==> config.mk <==
export PLATFORM = sky130hd
export DESIGN_NAME = rv32im_execute_core_unit
export DESIGN_NICKNAME = d
export VERILOG_FILES = /design/src/rv32ex_pkg.sv /design/src/rv32ex_muldiv.sv /design/src/rv32im_execute_core_unit.sv
export VERILOG_INCLUDE_DIRS = /design/src /design/src/src
export SDC_FILE = /design/constraint.sdc
export NUM_CORES = 2
export LEC_CHECK = 0
export ABC_CLOCK_PERIOD_IN_PS = 9500
export BUFFER_PORTS_ARGS = -buffer_cell sky130_fd_sc_hd__buf_2
export CAP_MARGIN = 30
export CORE_AREA = 2 2 485 535
export DETAILED_ROUTE_END_ITERATION = 8
export DIE_AREA = 0 0 487 537
export MAX_ROUTING_LAYER = met4
export SYNTH_ARGS = -nofsm -noshare
export SYNTH_HDL_FRONTEND = slang
export SYNTH_HIERARCHICAL = 1
export SYNTH_SLANG_ARGS = --single-unit
==> constraint.sdc <==
create_clock -name clk -period 9.5 [get_ports clk]
set_input_delay 1.425 -clock clk [delete_from_list [all_inputs] [get_ports clk]]
set_output_delay 1.425 -clock clk [all_outputs]
set_load 0.05 [all_outputs]
==> src/rv32im_execute_core_unit_defines.svh <==
// Assertion macros for the execute core.
`ifndef RV32IM_EXECUTE_CORE_UNIT_DEFINES_SVH
`define RV32IM_EXECUTE_CORE_UNIT_DEFINES_SVH
// Property checked every clock edge outside reset.
`define RV_ASSERT(lbl, prop, msg) \
  lbl: assert property (@(posedge clk) disable iff (rst) prop) else $error(msg);
// Implication to the next cycle.
`define RV_ASSERT_NEXT(lbl, ante, cons, msg) \
  lbl: assert property (@(posedge clk) disable iff (rst) ante |=> cons) else $error(msg);
`endif

==> src/rv32ex_pkg.sv <==
// Shared constants for the RV32IM execute core.
package rv32ex_pkg;
  localparam int NUM_REGS_DEF = 32;

  localparam logic [6:0] OP_LUI    = 7'h37;
  localparam logic [6:0] OP_AUIPC  = 7'h17;
  localparam logic [6:0] OP_JAL    = 7'h6F;
  localparam logic [6:0] OP_JALR   = 7'h67;
  localparam logic [6:0] OP_BRANCH = 7'h63;
  localparam logic [6:0] OP_LOAD   = 7'h03;
  localparam logic [6:0] OP_STORE  = 7'h23;
  localparam logic [6:0] OP_IMM    = 7'h13;
  localparam logic [6:0] OP_REG    = 7'h33;
  localparam logic [6:0] OP_SYSTEM = 7'h73;
  localparam logic [31:0] UPPER_MASK = 32'hFFFFF000;
  localparam logic [25:0] STEP_LIMIT_RST = 26'd50000000;

  localparam logic [1:0] FN_INSTR = 2'd0;
  localparam logic [1:0] FN_RESP  = 2'd1;
  localparam logic [1:0] FN_PRE   = 2'd2;

  localparam logic [2:0] K_FETCH = 3'd0;
  localparam logic [2:0] K_LOAD  = 3'd1;
  localparam logic [2:0] K_STORE = 3'd2;
  localparam logic [2:0] K_STOP  = 3'd3;
  localparam logic [2:0] K_PRE   = 3'd4;

  localparam logic [1:0] ST_RUN  = 2'd0;
  localparam logic [1:0] ST_HALT = 2'd1;
  localparam logic [1:0] ST_ERR  = 2'd2;

  localparam logic [2:0] PA_NONE  = 3'd0;
  localparam logic [2:0] PA_LB    = 3'd1;
  localparam logic [2:0] PA_LH    = 3'd2;
  localparam logic [2:0] PA_LW    = 3'd3;
  localparam logic [2:0] PA_LBU   = 3'd4;
  localparam logic [2:0] PA_LHU   = 3'd5;
  localparam logic [2:0] PA_STORE = 3'd6;

  localparam logic [2:0] MD_MUL    = 3'd0;
  localparam logic [2:0] MD_MULH   = 3'd1;
  localparam logic [2:0] MD_MULHSU = 3'd2;
  localparam logic [2:0] MD_MULHU  = 3'd3;

  typedef struct packed {
    logic        go;
    logic [2:0]  op;
    logic [31:0] a;
    logic [31:0] b;
  } md_req_t;
endpackage

==> src/rv32ex_muldiv.sv <==
// Iterative multiply / divide unit, one bit per cycle.
module rv32ex_muldiv
  import rv32ex_pkg::*;
(
  input  logic        clk,
  input  logic        rst,
  input  md_req_t     req,
  output logic        done,
  output logic [31:0] result
);
  localparam logic [1:0] M_IDLE = 2'd0;
  localparam logic [1:0] M_RUN  = 2'd1;
  localparam logic [1:0] M_FIN  = 2'd2;

  logic [1:0]  phase;
  logic [4:0]  cnt;
  logic [31:0] hi, lo, mc, a_q;
  logic [2:0]  op_q;
  logic        negp, bz;

  logic        is_mul, sgn_a, sgn_b, na, nb;
  logic [31:0] ma, mb;
  logic [32:0] msum, dsub;
  logic [63:0] prod, prod_s;
  logic [31:0] dv, dv_s;

  always_comb begin
    is_mul = !req.op[2];
    sgn_a  = is_mul ? (req.op != MD_MULHU) : !req.op[0];
    sgn_b  = is_mul ? (req.op == MD_MUL || req.op == MD_MULH) : !req.op[0];
    na     = sgn_a & req.a[31];
    nb     = sgn_b & req.b[31];
    ma     = na ? (32'd0 - req.a) : req.a;
    mb     = nb ? (32'd0 - req.b) : req.b;
    msum   = {1'b0, hi} + (lo[0] ? {1'b0, mc} : 33'd0);
    dsub   = {hi, lo[31]} - {1'b0, mc};
    prod   = {hi, lo};
    prod_s = negp ? (64'd0 - prod) : prod;
    dv     = op_q[1] ? hi : lo;
    dv_s   = negp ? (32'd0 - dv) : dv;
  end

  always_ff @(posedge clk) begin
    if (rst) begin
      phase <= M_IDLE;
      done  <= 1'b0;
    end else begin
      done <= 1'b0;
      case (phase)
        M_IDLE: begin
          if (req.go) begin
            phase <= M_RUN;
            cnt   <= '0;
            op_q  <= req.op;
            a_q   <= req.a;
            bz    <= (req.b == 32'd0);
            negp  <= is_mul ? (na ^ nb) : (req.op[1] ? na : (na ^ nb));
            hi    <= '0;
            lo    <= is_mul ? mb : ma;
            mc    <= is_mul ? ma : mb;
          end
        end
        M_RUN: begin
          if (!op_q[2]) begin
            hi <= msum[32:1];
            lo <= {msum[0], lo[31:1]};
          end else if (!dsub[32]) begin
            hi <= dsub[31:0];
            lo <= {lo[30:0], 1'b1};
          end else begin
            hi <= {hi[30:0], lo[31]};
            lo <= {lo[30:0], 1'b0};
          end
          cnt <= cnt + 5'd1;
          if (cnt == 5'd31) phase <= M_FIN;
        end
        M_FIN: begin
          if (!op_q[2]) result <= (op_q == MD_MUL) ? prod_s[31:0] : prod_s[63:32];
          else if (bz) result <= op_q[1] ? a_q : 32'hFFFFFFFF;
          else result <= dv_s;
          done  <= 1'b1;
          phase <= M_IDLE;
        end
        default: phase <= M_IDLE;
      endcase
    end
  end
endmodule

==> src/rv32im_execute_core_unit.sv <==
// RV32IM execute core: one request or stop report per input beat.
// Path to m_axis_tvalid: preload, response and check-stage stop beats go from the check
// state to emit; other instructions pass two register file reads, execute and emit;
// multiply, divide and remainder also wait on the bit-serial unit before emit.
// Input: next beat taken the cycle after the result registers, and no new beat before;
// reset: synchronous; pc, register valid bits, step count and pending access cleared.
`include "rv32im_execute_core_unit_defines.svh"
module rv32im_execute_core_unit
  import rv32ex_pkg::*;
#(
  parameter int NUM_REGS = NUM_REGS_DEF
) (
  input  logic         clk,
  input  logic         rst,
  input  logic         s_axis_tvalid,
  output logic         s_axis_tready,
  // instr_word, mem_data, mem_fault, reg_index, reg_value, zero pad
  input  logic [103:0] s_axis_tdata,
  // func
  input  logic [1:0]   s_axis_tuser,
  output logic         m_axis_tvalid,
  input  logic         m_axis_tready,
  // mem_addr, mem_size, store_data, status, stop_pc, initial_return, zero pad
  output logic [135:0] m_axis_tdata,
  // kind
  output logic [2:0]   m_axis_tuser,
  input  logic         cfg_we,
  input  logic         cfg_addr,
  input  logic [31:0]  cfg_wdata
);
  localparam int RW = $clog2(NUM_REGS);
  localparam logic [5:0] NREG = 6'(NUM_REGS);

  localparam logic [2:0] S_IDLE = 3'd0;
  localparam logic [2:0] S_CHK  = 3'd1;
  localparam logic [2:0] S_RD2  = 3'd2;
  localparam logic [2:0] S_EXEC = 3'd3;
  localparam logic [2:0] S_MD   = 3'd4;
  localparam logic [2:0] S_EMIT = 3'd5;

  logic [2:0]  state, state_next;
  logic [31:0] ret_addr;
  logic [25:0] step_limit;
  logic [31:0] pc, pc_next;
  logic [25:0] steps, steps_next;
  logic [2:0]  pend, pend_next;
  logic [4:0]  pdest, pdest_next;
  logic [1:0]  run, run_next;
  logic [31:0] x1;

  logic [1:0]  func;
  logic [31:0] iw, mdata, rval;
  logic        fault;
  logic [4:0]  ridx;

  logic [2:0]  rk, rk_next;
  logic [31:0] raddr, raddr_next, rdat, rdat_next;
  logic [1:0]  rsize, rsize_next;

  logic [31:0] opa, opa_next;

  logic [31:0] rf [NUM_REGS];
  logic [NUM_REGS-1:0] vld;
  logic [31:0] rf_q;
  logic        rf_ok;
  logic [4:0]  rd_sel;
  logic [31:0] rdval;

  logic        wr_en;
  logic [4:0]  wr_idx;
  logic [31:0] wr_val;

  md_req_t     md_req;
  logic        md_done;
  logic [31:0] md_res;

  logic        ovalid;
  logic [2:0]  o_kind;
  logic [31:0] o_addr, o_data, o_fpc, o_x1;
  logic [1:0]  o_size, o_st;

  logic        do_stop, do_adv;
  logic [1:0]  stop_st;
  logic [31:0] npc;
  logic [6:0]  op;
  logic [4:0]  rd;
  logic [2:0]  f3;
  logic [6:0]  f7;
  logic [31:0] b, immi, imms, immb, immj, v, ld;
  logic [4:0]  sh;
  logic        take, emit_ok;

  assign s_axis_tready = (state == S_IDLE);
  assign m_axis_tvalid = ovalid;
  assign m_axis_tuser  = o_kind;
  assign m_axis_tdata  = {4'd0, o_x1, o_fpc, o_st, o_data, o_size, o_addr};
  assign rdval  = rf_ok ? rf_q : 32'd0;
  assign rd_sel = (state == S_CHK) ? iw[19:15] : iw[24:20];
  assign emit_ok = !ovalid || m_axis_tready;

  rv32ex_muldiv u_md (
    .clk    (clk),
    .rst    (rst),
    .req    (md_req),
    .done   (md_done),
    .result (md_res)
  );

  always_comb begin
    state_next = state;
    pc_next = pc; steps_next = steps; pend_next = pend; pdest_next = pdest;
    run_next = run;
    rk_next = rk; raddr_next = raddr; rdat_next = rdat; rsize_next = rsize;
    opa_next = opa;
    wr_en = 1'b0; wr_idx = iw[11:7]; wr_val = 32'd0;
    md_req.go = 1'b0;
    md_req.op = iw[14:12];
    md_req.a  = opa;
    md_req.b  = rdval;
    do_stop = 1'b0; stop_st = ST_ERR; do_adv = 1'b0; npc = pc + 32'd4;
    op = iw[6:0]; rd = iw[11:7]; f3 = iw[14:12]; f7 = iw[31:25];
    b = rdval; sh = iw[24:20];
    immi = {{20{iw[31]}}, iw[31:20]};
    imms = {{20{iw[31]}}, iw[31:25], iw[11:7]};
    immb = {{20{iw[31]}}, iw[7], iw[30:25], iw[11:8], 1'b0};
    immj = {{12{iw[31]}}, iw[19:12], iw[20], iw[30:21], 1'b0};
    v = 32'd0; take = 1'b0;
    case (pend)
      PA_LB:   ld = {{24{mdata[7]}}, mdata[7:0]};
      PA_LH:   ld = {{16{mdata[15]}}, mdata[15:0]};
      PA_LBU:  ld = {24'd0, mdata[7:0]};
      PA_LHU:  ld = {16'd0, mdata[15:0]};
      PA_LW:   ld = mdata;
      default: ld = 32'd0;
    endcase

    case (state)
      S_IDLE: if (s_axis_tvalid) state_next = S_CHK;
      S_CHK: begin
        if (func == FN_PRE) begin
          if (ridx == 5'd0) begin
            pc_next = rval; steps_next = '0; pend_next = PA_NONE; run_next = ST_RUN;
          end else begin
            wr_en = 1'b1; wr_idx = ridx; wr_val = rval;
          end
          rk_next = K_PRE; raddr_next = (ridx == 5'd0) ? rval : pc;
          rsize_next = 2'd2; rdat_next = 32'd0;
          state_next = S_EMIT;
        end else if (run != ST_RUN) begin
          rk_next = K_STOP; raddr_next = 32'd0; rsize_next = 2'd0; rdat_next = 32'd0;
          state_next = S_EMIT;
        end else if (func == FN_INSTR) begin
          if (pend != PA_NONE || steps >= step_limit) begin
            do_stop = 1'b1;
          end else begin
            steps_next = steps + 26'd1;
            if (fault) do_stop = 1'b1;
            else state_next = S_RD2;
          end
        end else if (func == FN_RESP && pend != PA_NONE) begin
          if (fault) begin
            do_stop = 1'b1;
          end else begin
            wr_en = (pend != PA_STORE); wr_idx = pdest; wr_val = ld;
            pend_next = PA_NONE;
            do_adv = 1'b1;
          end
        end else begin
          do_stop = 1'b1;
        end
      end
      S_RD2: begin
        opa_next = rdval;
        state_next = S_EXEC;
      end
      S_EXEC: begin
        case (op)
          OP_LUI: begin
            wr_en = 1'b1; wr_val = iw & UPPER_MASK; do_adv = 1'b1;
          end
          OP_AUIPC: begin
            wr_en = 1'b1; wr_val = pc + (iw & UPPER_MASK); do_adv = 1'b1;
          end
          OP_JAL: begin
            wr_en = 1'b1; wr_val = pc + 32'd4; do_adv = 1'b1; npc = pc + immj;
          end
          OP_JALR: begin
            if (f3 != 3'd0) do_stop = 1'b1;
            else begin
              wr_en = 1'b1; wr_val = pc + 32'd4; do_adv = 1'b1;
              npc = (opa + immi) & 32'hFFFFFFFE;
            end
          end
          OP_BRANCH: begin
            case (f3)
              3'd0: take = (opa == b);
              3'd1: take = (opa != b);
              3'd4: take = ($signed(opa) < $signed(b));
              3'd5: take = !($signed(opa) < $signed(b));
              3'd6: take = (opa < b);
              3'd7: take = (opa >= b);
              default: do_stop = 1'b1;
            endcase
            do_adv = !do_stop;
            if (take) npc = pc + immb;
          end
          OP_LOAD: begin
            case (f3)
              3'd0: pend_next = PA_LB;
              3'd1: pend_next = PA_LH;
              3'd2: pend_next = PA_LW;
              3'd4: pend_next = PA_LBU;
              3'd5: pend_next = PA_LHU;
              default: do_stop = 1'b1;
            endcase
            if (!do_stop) begin
              pdest_next = rd; rk_next = K_LOAD; raddr_next = opa + immi;
              rsize_next = f3[1:0]; rdat_next = 32'd0; state_next = S_EMIT;
            end
          end
          OP_STORE: begin
            if (f3 > 3'd2) do_stop = 1'b1;
            else begin
              pend_next = PA_STORE; rk_next = K_STORE; raddr_next = opa + imms;
              rsize_next = f3[1:0]; rdat_next = b; state_next = S_EMIT;
            end
          end
          OP_IMM: begin
            case (f3)
              3'd0: v = opa + immi;
              3'd2: v = {31'd0, $signed(opa) < $signed(immi)};
              3'd3: v = {31'd0, opa < immi};
              3'd4: v = opa ^ immi;
              3'd6: v = opa | immi;
              3'd7: v = opa & immi;
              3'd1: begin
                if (f7 != 7'd0) do_stop = 1'b1;
                v = opa << sh;
              end
              default: begin
                if (f7 == 7'd0) v = opa >> sh;
                else if (f7 == 7'h20) v = 32'($signed(opa) >>> sh);
                else do_stop = 1'b1;
              end
            endcase
            wr_en = !do_stop; wr_val = v; do_adv = !do_stop;
          end
          OP_REG: begin
            if (f7 == 7'd1) begin
              md_req.go = 1'b1;
              state_next = S_MD;
            end else begin
              if (f7 == 7'd0) begin
                case (f3)
                  3'd0: v = opa + b;
                  3'd1: v = opa << b[4:0];
                  3'd2: v = {31'd0, $signed(opa) < $signed(b)};
                  3'd3: v = {31'd0, opa < b};
                  3'd4: v = opa ^ b;
                  3'd5: v = opa >> b[4:0];
                  3'd6: v = opa | b;
                  default: v = opa & b;
                endcase
              end else if (f7 == 7'h20 && f3 == 3'd0) v = opa - b;
              else if (f7 == 7'h20 && f3 == 3'd5) v = 32'($signed(opa) >>> b[4:0]);
              else do_stop = 1'b1;
              wr_en = !do_stop; wr_val = v; do_adv = !do_stop;
            end
          end
          OP_SYSTEM: begin
            do_stop = 1'b1;
            if (f3 == 3'd0 && iw[31:21] == 11'd0) stop_st = ST_HALT;
          end
          default: do_stop = 1'b1;
        endcase
      end
      S_MD: begin
        if (md_done) begin
          wr_en = 1'b1; wr_val = md_res; do_adv = 1'b1;
        end
      end
      S_EMIT: if (emit_ok) state_next = S_IDLE;
      default: state_next = S_IDLE;
    endcase

    if (do_adv) begin
      pc_next = npc;
      if (npc == ret_addr) begin
        do_stop = 1'b1; stop_st = ST_HALT;
      end else begin
        rk_next = K_FETCH; raddr_next = npc; rsize_next = 2'd2; rdat_next = 32'd0;
        state_next = S_EMIT;
      end
    end
    if (do_stop) begin
      run_next = stop_st; pend_next = PA_NONE;
      rk_next = K_STOP; raddr_next = 32'd0; rsize_next = 2'd0; rdat_next = 32'd0;
      state_next = S_EMIT;
    end
  end

  always_ff @(posedge clk) begin
    rf_q  <= rf[rd_sel[RW-1:0]];
    rf_ok <= ({1'b0, rd_sel} < NREG) && vld[rd_sel[RW-1:0]];
    if (wr_en && wr_idx != 5'd0 && {1'b0, wr_idx} < NREG) rf[wr_idx[RW-1:0]] <= wr_val;
  end

  always_ff @(posedge clk) begin
    if (s_axis_tvalid && s_axis_tready) begin
      iw    <= s_axis_tdata[31:0];
      mdata <= s_axis_tdata[63:32];
      fault <= s_axis_tdata[64];
      ridx  <= s_axis_tdata[69:65];
      rval  <= s_axis_tdata[101:70];
      func  <= s_axis_tuser;
    end
    rk <= rk_next; raddr <= raddr_next; rdat <= rdat_next; rsize <= rsize_next;
    opa <= opa_next; pdest <= pdest_next;
    if (state == S_EMIT && emit_ok) begin
      o_kind <= rk; o_addr <= raddr; o_size <= rsize; o_data <= rdat;
      o_st <= run; o_fpc <= pc; o_x1 <= x1;
    end
  end

  always_ff @(posedge clk) begin
    if (rst) begin
      state <= S_IDLE;
      ret_addr <= '0;
      step_limit <= STEP_LIMIT_RST;
      pc <= '0;
      steps <= '0;
      pend <= PA_NONE;
      run <= ST_RUN;
      vld <= '0;
      x1 <= '0;
      ovalid <= 1'b0;
    end else begin
      state <= state_next;
      pc <= pc_next;
      steps <= steps_next;
      pend <= pend_next;
      run <= run_next;
      if (cfg_we) begin
        if (cfg_addr) step_limit <= cfg_wdata[25:0];
        else ret_addr <= cfg_wdata;
      end
      if (wr_en && wr_idx != 5'd0 && {1'b0, wr_idx} < NREG) begin
        vld[wr_idx[RW-1:0]] <= 1'b1;
        if (wr_idx == 5'd1) x1 <= wr_val;
      end
      if (state == S_EMIT && emit_ok) ovalid <= 1'b1;
      else if (m_axis_tready) ovalid <= 1'b0;
    end
  end

  `RV_ASSERT(a_stop_no_pend, (run != ST_RUN) |-> (pend == PA_NONE), "pending access while stopped")
  `RV_ASSERT(a_md_done_state, md_done |-> (state == S_MD), "divider result outside wait state")
  `RV_ASSERT_NEXT(a_accept_chk, (s_axis_tvalid && s_axis_tready), (state == S_CHK), "beat not checked")
endmodule
# == Yosys cells after proc, flatten, opt, wreduce, memory -nomap -nowiden ==
# Memories as Yosys holds them, arrays and structs flattened. A register that Yosys moved wholly into a read port is not among the register bits.
# Index checks and enable logic that the tools add are counted.
# word_totals
mem_count,1
wordCells,398
register_bits,708
ram_bits,1024
# classes
shift,6
n_eq_ne,53
mux,200
n_addsub,16
bitwise_logic,13
n_reduce_logical,57
order_cmp,10
# mem_list
name,words,word_bits,read_ports,rd_ports_with_merged_regs,write_ports,line_no,source
rf,32,32,1,1,1,rv32im_execute_core_unit.sv:62,logic [31:0] rf [NUM_REGS];
# ops
cell,n
$mux 32,50
$pmux 32 s7,2
$pmux 32 s2,6
$add 32x32->32,6
$pmux 32 s3,2
$pmux 32 s6,1
$pmux 32 s5,1
$mux 26,5
$lt 32x32->1,3
$or 32x32->32,3
$sub 1x32->32 const A,3
$mux 3,26
$and 32x32->32,2
$eq 32x32->1,2
$mux 64,1
$shl 32x5->32,2
$shr 32x5->32,2
$sshr 32x5->32,2
$sub 1x64->64 const A,1
$xor 32x32->32,2
$mux 1,59
$mux 5,9
$mux 2,17
$add 32x33->33,1
68 further kinds,147

# == Depth between registers and ports, before layout ==
# logic_depth
ltp_word,15
mapped_depth,25

# == Hierarchy ==
# The synthesis kept the hierarchy.
# by_module_without_submodules
mod,seq_area_each_um2,cells_each,area_per_inst_um2,instances
rv32im_execute_core_unit,44863.0,7790,85902.4,1
rv32ex_muldiv,5165.0,1854,15989.1,1

# == Worst setup path after synthesis ==
# OpenSTA, ideal clock, no wires.
# synth_path
path_type,register to register
startpoint,register iw[31]
endpoint,register u_md.a_q[0] (enable)
path_slack_ns,-0.832
setup_ns,0.694
path_buffers,0
arrival_ns,9.638
path_stages_with_launch,7
path_cell_list,edfxtp_1 > inv_1 > nand2_1 > nor3_1 > nand2_1 > nor2_1 > nor4b_1
# synth_rtl
item,line_no,source
start: declaration,rv32im_execute_core_unit.sv:52,"logic [31:0] iw, mdata, rval;"
start signal: assignment,rv32im_execute_core_unit.sv:310,iw <= s_axis_tdata[31:0];
end signal: assignment,rv32ex_muldiv.sv:55,a_q <= req.a;
end: declaration,rv32ex_muldiv.sv:17,"logic [31:0] hi, lo, mc, a_q;"

# == Worst setup path after layout ==
# layout_path
startpoint,register rf_ok
endpoint,register raddr[0]
# layout_via
elab_chain_len,12
# layout_lines
item,line_no,source
start: declaration,rv32im_execute_core_unit.sv:65,logic rf_ok;
start signal: assignment,rv32im_execute_core_unit.sv:304,"rf_ok <= ({1'b0, rd_sel} < NREG) && vld[rd_sel[RW-1:0]];"
$mux 32 (*),rv32im_execute_core_unit.sv:97,assign rdval = rf_ok ? rf_q : 32'd0;
$lt 32x32->1,"rv32im_execute_core_unit.sv:198, rv32im_execute_core_unit.sv:199",
$logic_not 1->1,rv32im_execute_core_unit.sv:199,3'd5: take = !($signed(opa) < $signed(b));
$pmux 1 s6 (*),rv32im_execute_core_unit.sv:195,case (f3)
$mux 1 (*),rv32im_execute_core_unit.sv:177,case (op)
$mux 1 (*),rv32im_execute_core_unit.sv:137,case (state)
$mux 32 (*),rv32im_execute_core_unit.sv:205,if (take) npc = pc + immb;
$pmux 32 s3 (*),rv32im_execute_core_unit.sv:177,
$mux 32 (*),rv32im_execute_core_unit.sv:137,
$eq 32x32->1,rv32im_execute_core_unit.sv:288,if (npc == ret_addr) begin
$mux 32 or $mux 1 (tied branches),rv32im_execute_core_unit.sv:288,
$mux 32 or $mux 1 (tied branches),rv32im_execute_core_unit.sv:286,if (do_adv) begin
end signal: assignment,rv32im_execute_core_unit.sv:317,rk <= rk_next; raddr <= raddr_next; rdat <= rdat_next; rsize <= rsize_next;
end: declaration,rv32im_execute_core_unit.sv:57,"logic [31:0] raddr, raddr_next, rdat, rdat_next;"
# Every way passes the cells marked *; elsewhere a longest branch is shown, timed or not. The select of a mux whose other input is x is not followed.
# A chain may end at the register's enable or synchronous reset.

==> impl_metrics.tcl <==
set metrics [dict create \
    final_cell_mix "1470 x edfxtp_1, 1114 x nand2_1, 842 x nor2_1" \
    synthesis.area_sq_um 101900 \
    root_buffer "clkbuf_16" \
    cp_slowest_cell "dfxtp_2" \
    ys_async_sr_fraction_pct 0 \
    synth_warnings 6 \
    crit_top_cell "nand4_1" \
    synth_top_family_by_area "compound AO/OA/AOI/OAI gates" \
    synth_area_leader_cell "edfxtp_1" \
    synth_edf_count 1470 \
    viasPerCell 6.468 \
    power_frac_comb_pct 37.4 \
    area_growth_pct 13.08 \
    path_class "reg2reg" \
    crit_required_ns 10.28 \
    finClkSkew_ns 0.1040 \
    irDropWorstVdd_v 0.0002254 \
    row_count 195 \
    dieHeight_um 537 \
    multi_input_comb_area_sq_um 49060 \
    maxCapViolCount 0 \
    maxSlewViolCount 0 \
    post-route-util_pct 45.02 \
    p_leak_nw 41.49 \
    clk_latency_ns 0.90 \
    path_max_fanout 30 \
    synth_compound_area_share_pct 15.95 \
    critPathLaunchType "register" \
    reg2reg_slack_ns 1.24 \
    port_buffers 278 \
    synth_xor_area_share_pct 3.576 \
    pwr-share-clk_pct 28.4 \
    cts.hold.buffers_added 0 \
    core_sq_um 255900 \
    internal_power_mw 16.51 \
    layout.nets 10409 \
    grt_max_degree 135 \
    rsz0062_at_grt "false" \
    layout_commonest_cell "edfxtp_1" \
    cts_buffer_depth 4 \
    gp_congestion 1.072 \
    netlist_instances 9644 \
    finalNonFillerCells 13408 \
    nFillCells 23786 \
    end_kind "register" \
    ios 285 \
    critPathArrivalTime_ns 9.04 \
    drive_above_1_share_pct 14.54 \
    dp_hpwl_mm 337.4 \
    drtIter0Drc 12746 \
    cts_made_buffers 193 \
    layout.area.seq_sq_um 50030 \
    cts_tree "built" \
    drtAntennaViolNets 0 \
    vias 86727 \
    antenna_found_initial 36 \
    synth_cell_type_count 112 \
    detail_route.wirelength_mm 467.2 \
    run_status "finished with violations" \
    clk_pin_slew_ns 0.07 \
    syn-mean-instance-area_sq_um 10.57 \
    first_global_vias 81334 \
    seqPwrFrac_pct 34.2 \
    critPathTopFamily "simple AND/OR/NAND/NOR gates" \
    drc 19 \
    setup_tns_ns 0 \
    dp_cells 13019 \
    synth_ff_type "edfxtp_1" \
    firstDrtPassIters 9 \
    violations "DRC" \
    p_sw_mw 10.70 \
    fmax_mhz 121.1 \
    synth_top_cell_area_share_pct 43.32 \
    period_needed_ns 8.257 \
    htreeDepth 4 \
    grt_usage_pct 35.68 \
    cts_resized 0 \
    setup_viol 0 \
    critical_path.cell_chain "buf_4 > nand2_1 > ha_1 > nor4_1 > nand4_1 > nor3_1 > mux2i_1 > nand4_1 > a211oi_1 > buf_4 > a21oi_1 > o21ai_0 > o311ai_1 > nor4_1 > nand4_1 > nor4_4 > a21oi_2 > a31o_2" \
    die_w_um 487 \
    start_util_pct 39.81 \
    clock_sinks 1764 \
    wl_per_cell_um 34.85 \
    cp_num_buf_inv 2 \
    p_per_area_nw_per_um2 236.2 \
    max-slew-margin-rel_pct 0.2741 \
    grt_pass1_wl_mm 641.7 \
    post_cts_buffers 0 \
    hold_violations 0 \
    period_share_pct 86.92 \
    hold_class "reg2reg" \
    ys_seq_area_share_pct 49.10 \
    gr-total-overflow 0 \
    p_sw_share_pct 39.33 \
    synthMuxAreaShare_pct 9.529 \
    synth_area_leaders "edfxtp_1 43%, mux4_2 6.7%, dfxtp_1 5.8%" \
    cpPeakStageDelay_ns 0.96 \
    dieArea_sq_um 261500 \
    tightest_slew_ns 1.496 \
    synth-simple-area-share_pct 13.59 \
    ys_ff_latch 1764 \
    yosys.area_share.adder_pct 4.806 \
    fin_total_pwr_mw 27.21 \
]
==> through the flow <==
step	hold slack (ns)	area (sq um)	setup WS, ns
CTS	0.3919	114900	1.698
global placement	0.4109	108100	1.748
floorplan	0.3995	102000	1.643
detailed placement	0.4109	108500	1.768
global route	0.4121	115200	1.203
finish	0.3680	115200	1.243
==> path summary, 6_finish.rpt <==
| check | start | end | cells after the start |
|---|---|---|---|
| worst max-delay path | rf_ok | raddr[0] | 18 |
| worst min-delay path | rdat[31] | o_data[31] | 0 |
| worst max register to register | rf_ok | raddr[0] | 18 |
| worst min register to register | rdat[31] | o_data[31] | 0 |
==> worst reg2reg max path, delay by kind of cell, from the launching register on <==
family                   cells  cell delay [ns]
AND/OR/NAND/NOR              8             3.75
AO/OA/AOI/OAI                6             2.04
flip-flops                   1             0.96
buffers and inverters        2             0.64
adder cells (fa/ha/maj)      1             0.42
multiplexers                 1             0.34
==> cells by family after synthesis <==
group / after synthesis
simple gates: 3057
xor+xnor: 416
flops: 1764
fa+ha+maj: 386
mux: 591
compound gates: 2527
buf+inv: 902
other cells: 1
==> final cells by class <==
cell class | instances | share of cell area [%]
Multi-Input combinational cell | 7013 | 42.58
Antenna cell | 26 | 0.05647
Clock inverter | 107 | 1.042
Inverter | 261 | 0.8535
Timing Repair Buffer | 646 | 3.901
Tap cell | 3349 | 3.637
Sequential cell | 1764 | 43.42
Clock buffer | 242 | 4.511
==> synth_stat cells, types with 20 or more instances <==
cell	count
mux4_2	301
or2_2	27
nand2b_1	74
o22ai_1	80
nor3_1	201
buf_1	112
a22oi_1	88
xor2_1	180
o31ai_1	49
clkbuf_1	488
or3_1	52
a21o_1	116
a211oi_1	81
nor2_1	881
xnor2_1	236
a31oi_1	57
nand3_1	300
a21oi_1	713
o21bai_1	39
and3_1	68
nand4_1	60
buf_2	22
inv_1	252
a221oi_1	80
o211ai_1	84
nor4_1	53
o2111ai_1	20
dfxtp_1	294
a311oi_1	23
o21ai_0	649
a211o_1	24
and2_1	42
o41ai_1	22
or4_1	20
nor2b_1	71
o221ai_1	85
ha_1	377
edfxtp_1	1470
a222oi_1	31
mux2i_1	271
o21a_1	34
nand2_1	1118
==> state kept, by name (all words and copies together), names as in the netlist, 32 cells and up <==
signal       count
u_md/lo         32
ret_addr        32
rf            1024
x1              32
o_addr          32
vld             32
u_md/a_q        32
rval            32
mdata           32
pc              32
iw              32
u_md/result     32
o_fpc           32
o_data          32
u_md/hi         32
rdat            32
opa             32
raddr           32
u_md/mc         32
o_x1            32
rf_q            32
==> power by group through the flow <==
stage	sequential, mW	combinational (mW)	clock [mW]
floorplan	9.41	5.88	0
global placement	9.44	9.78	0
detailed placement	9.43	9.86	0
CTS	9.27	9.90	7.83
global route	9.29	10.6	8.12
finish	9.31	10.2	7.74
==> metal layers <==
| metal | GRT usage, % | wire, um | vias up |
|---|---|---|---|
| met1 | 44.96 | 181300 | 43310 |
| met4 | 21.40 | 34930 | 0 |
| met3 | 7.749 | 46780 | 1312 |
| met5 | - | 0 | - |
| met2 | 52.60 | 204200 | 5342 |
| li1 | - | - | 36763 |
Power figures use the tool's default switching activity.
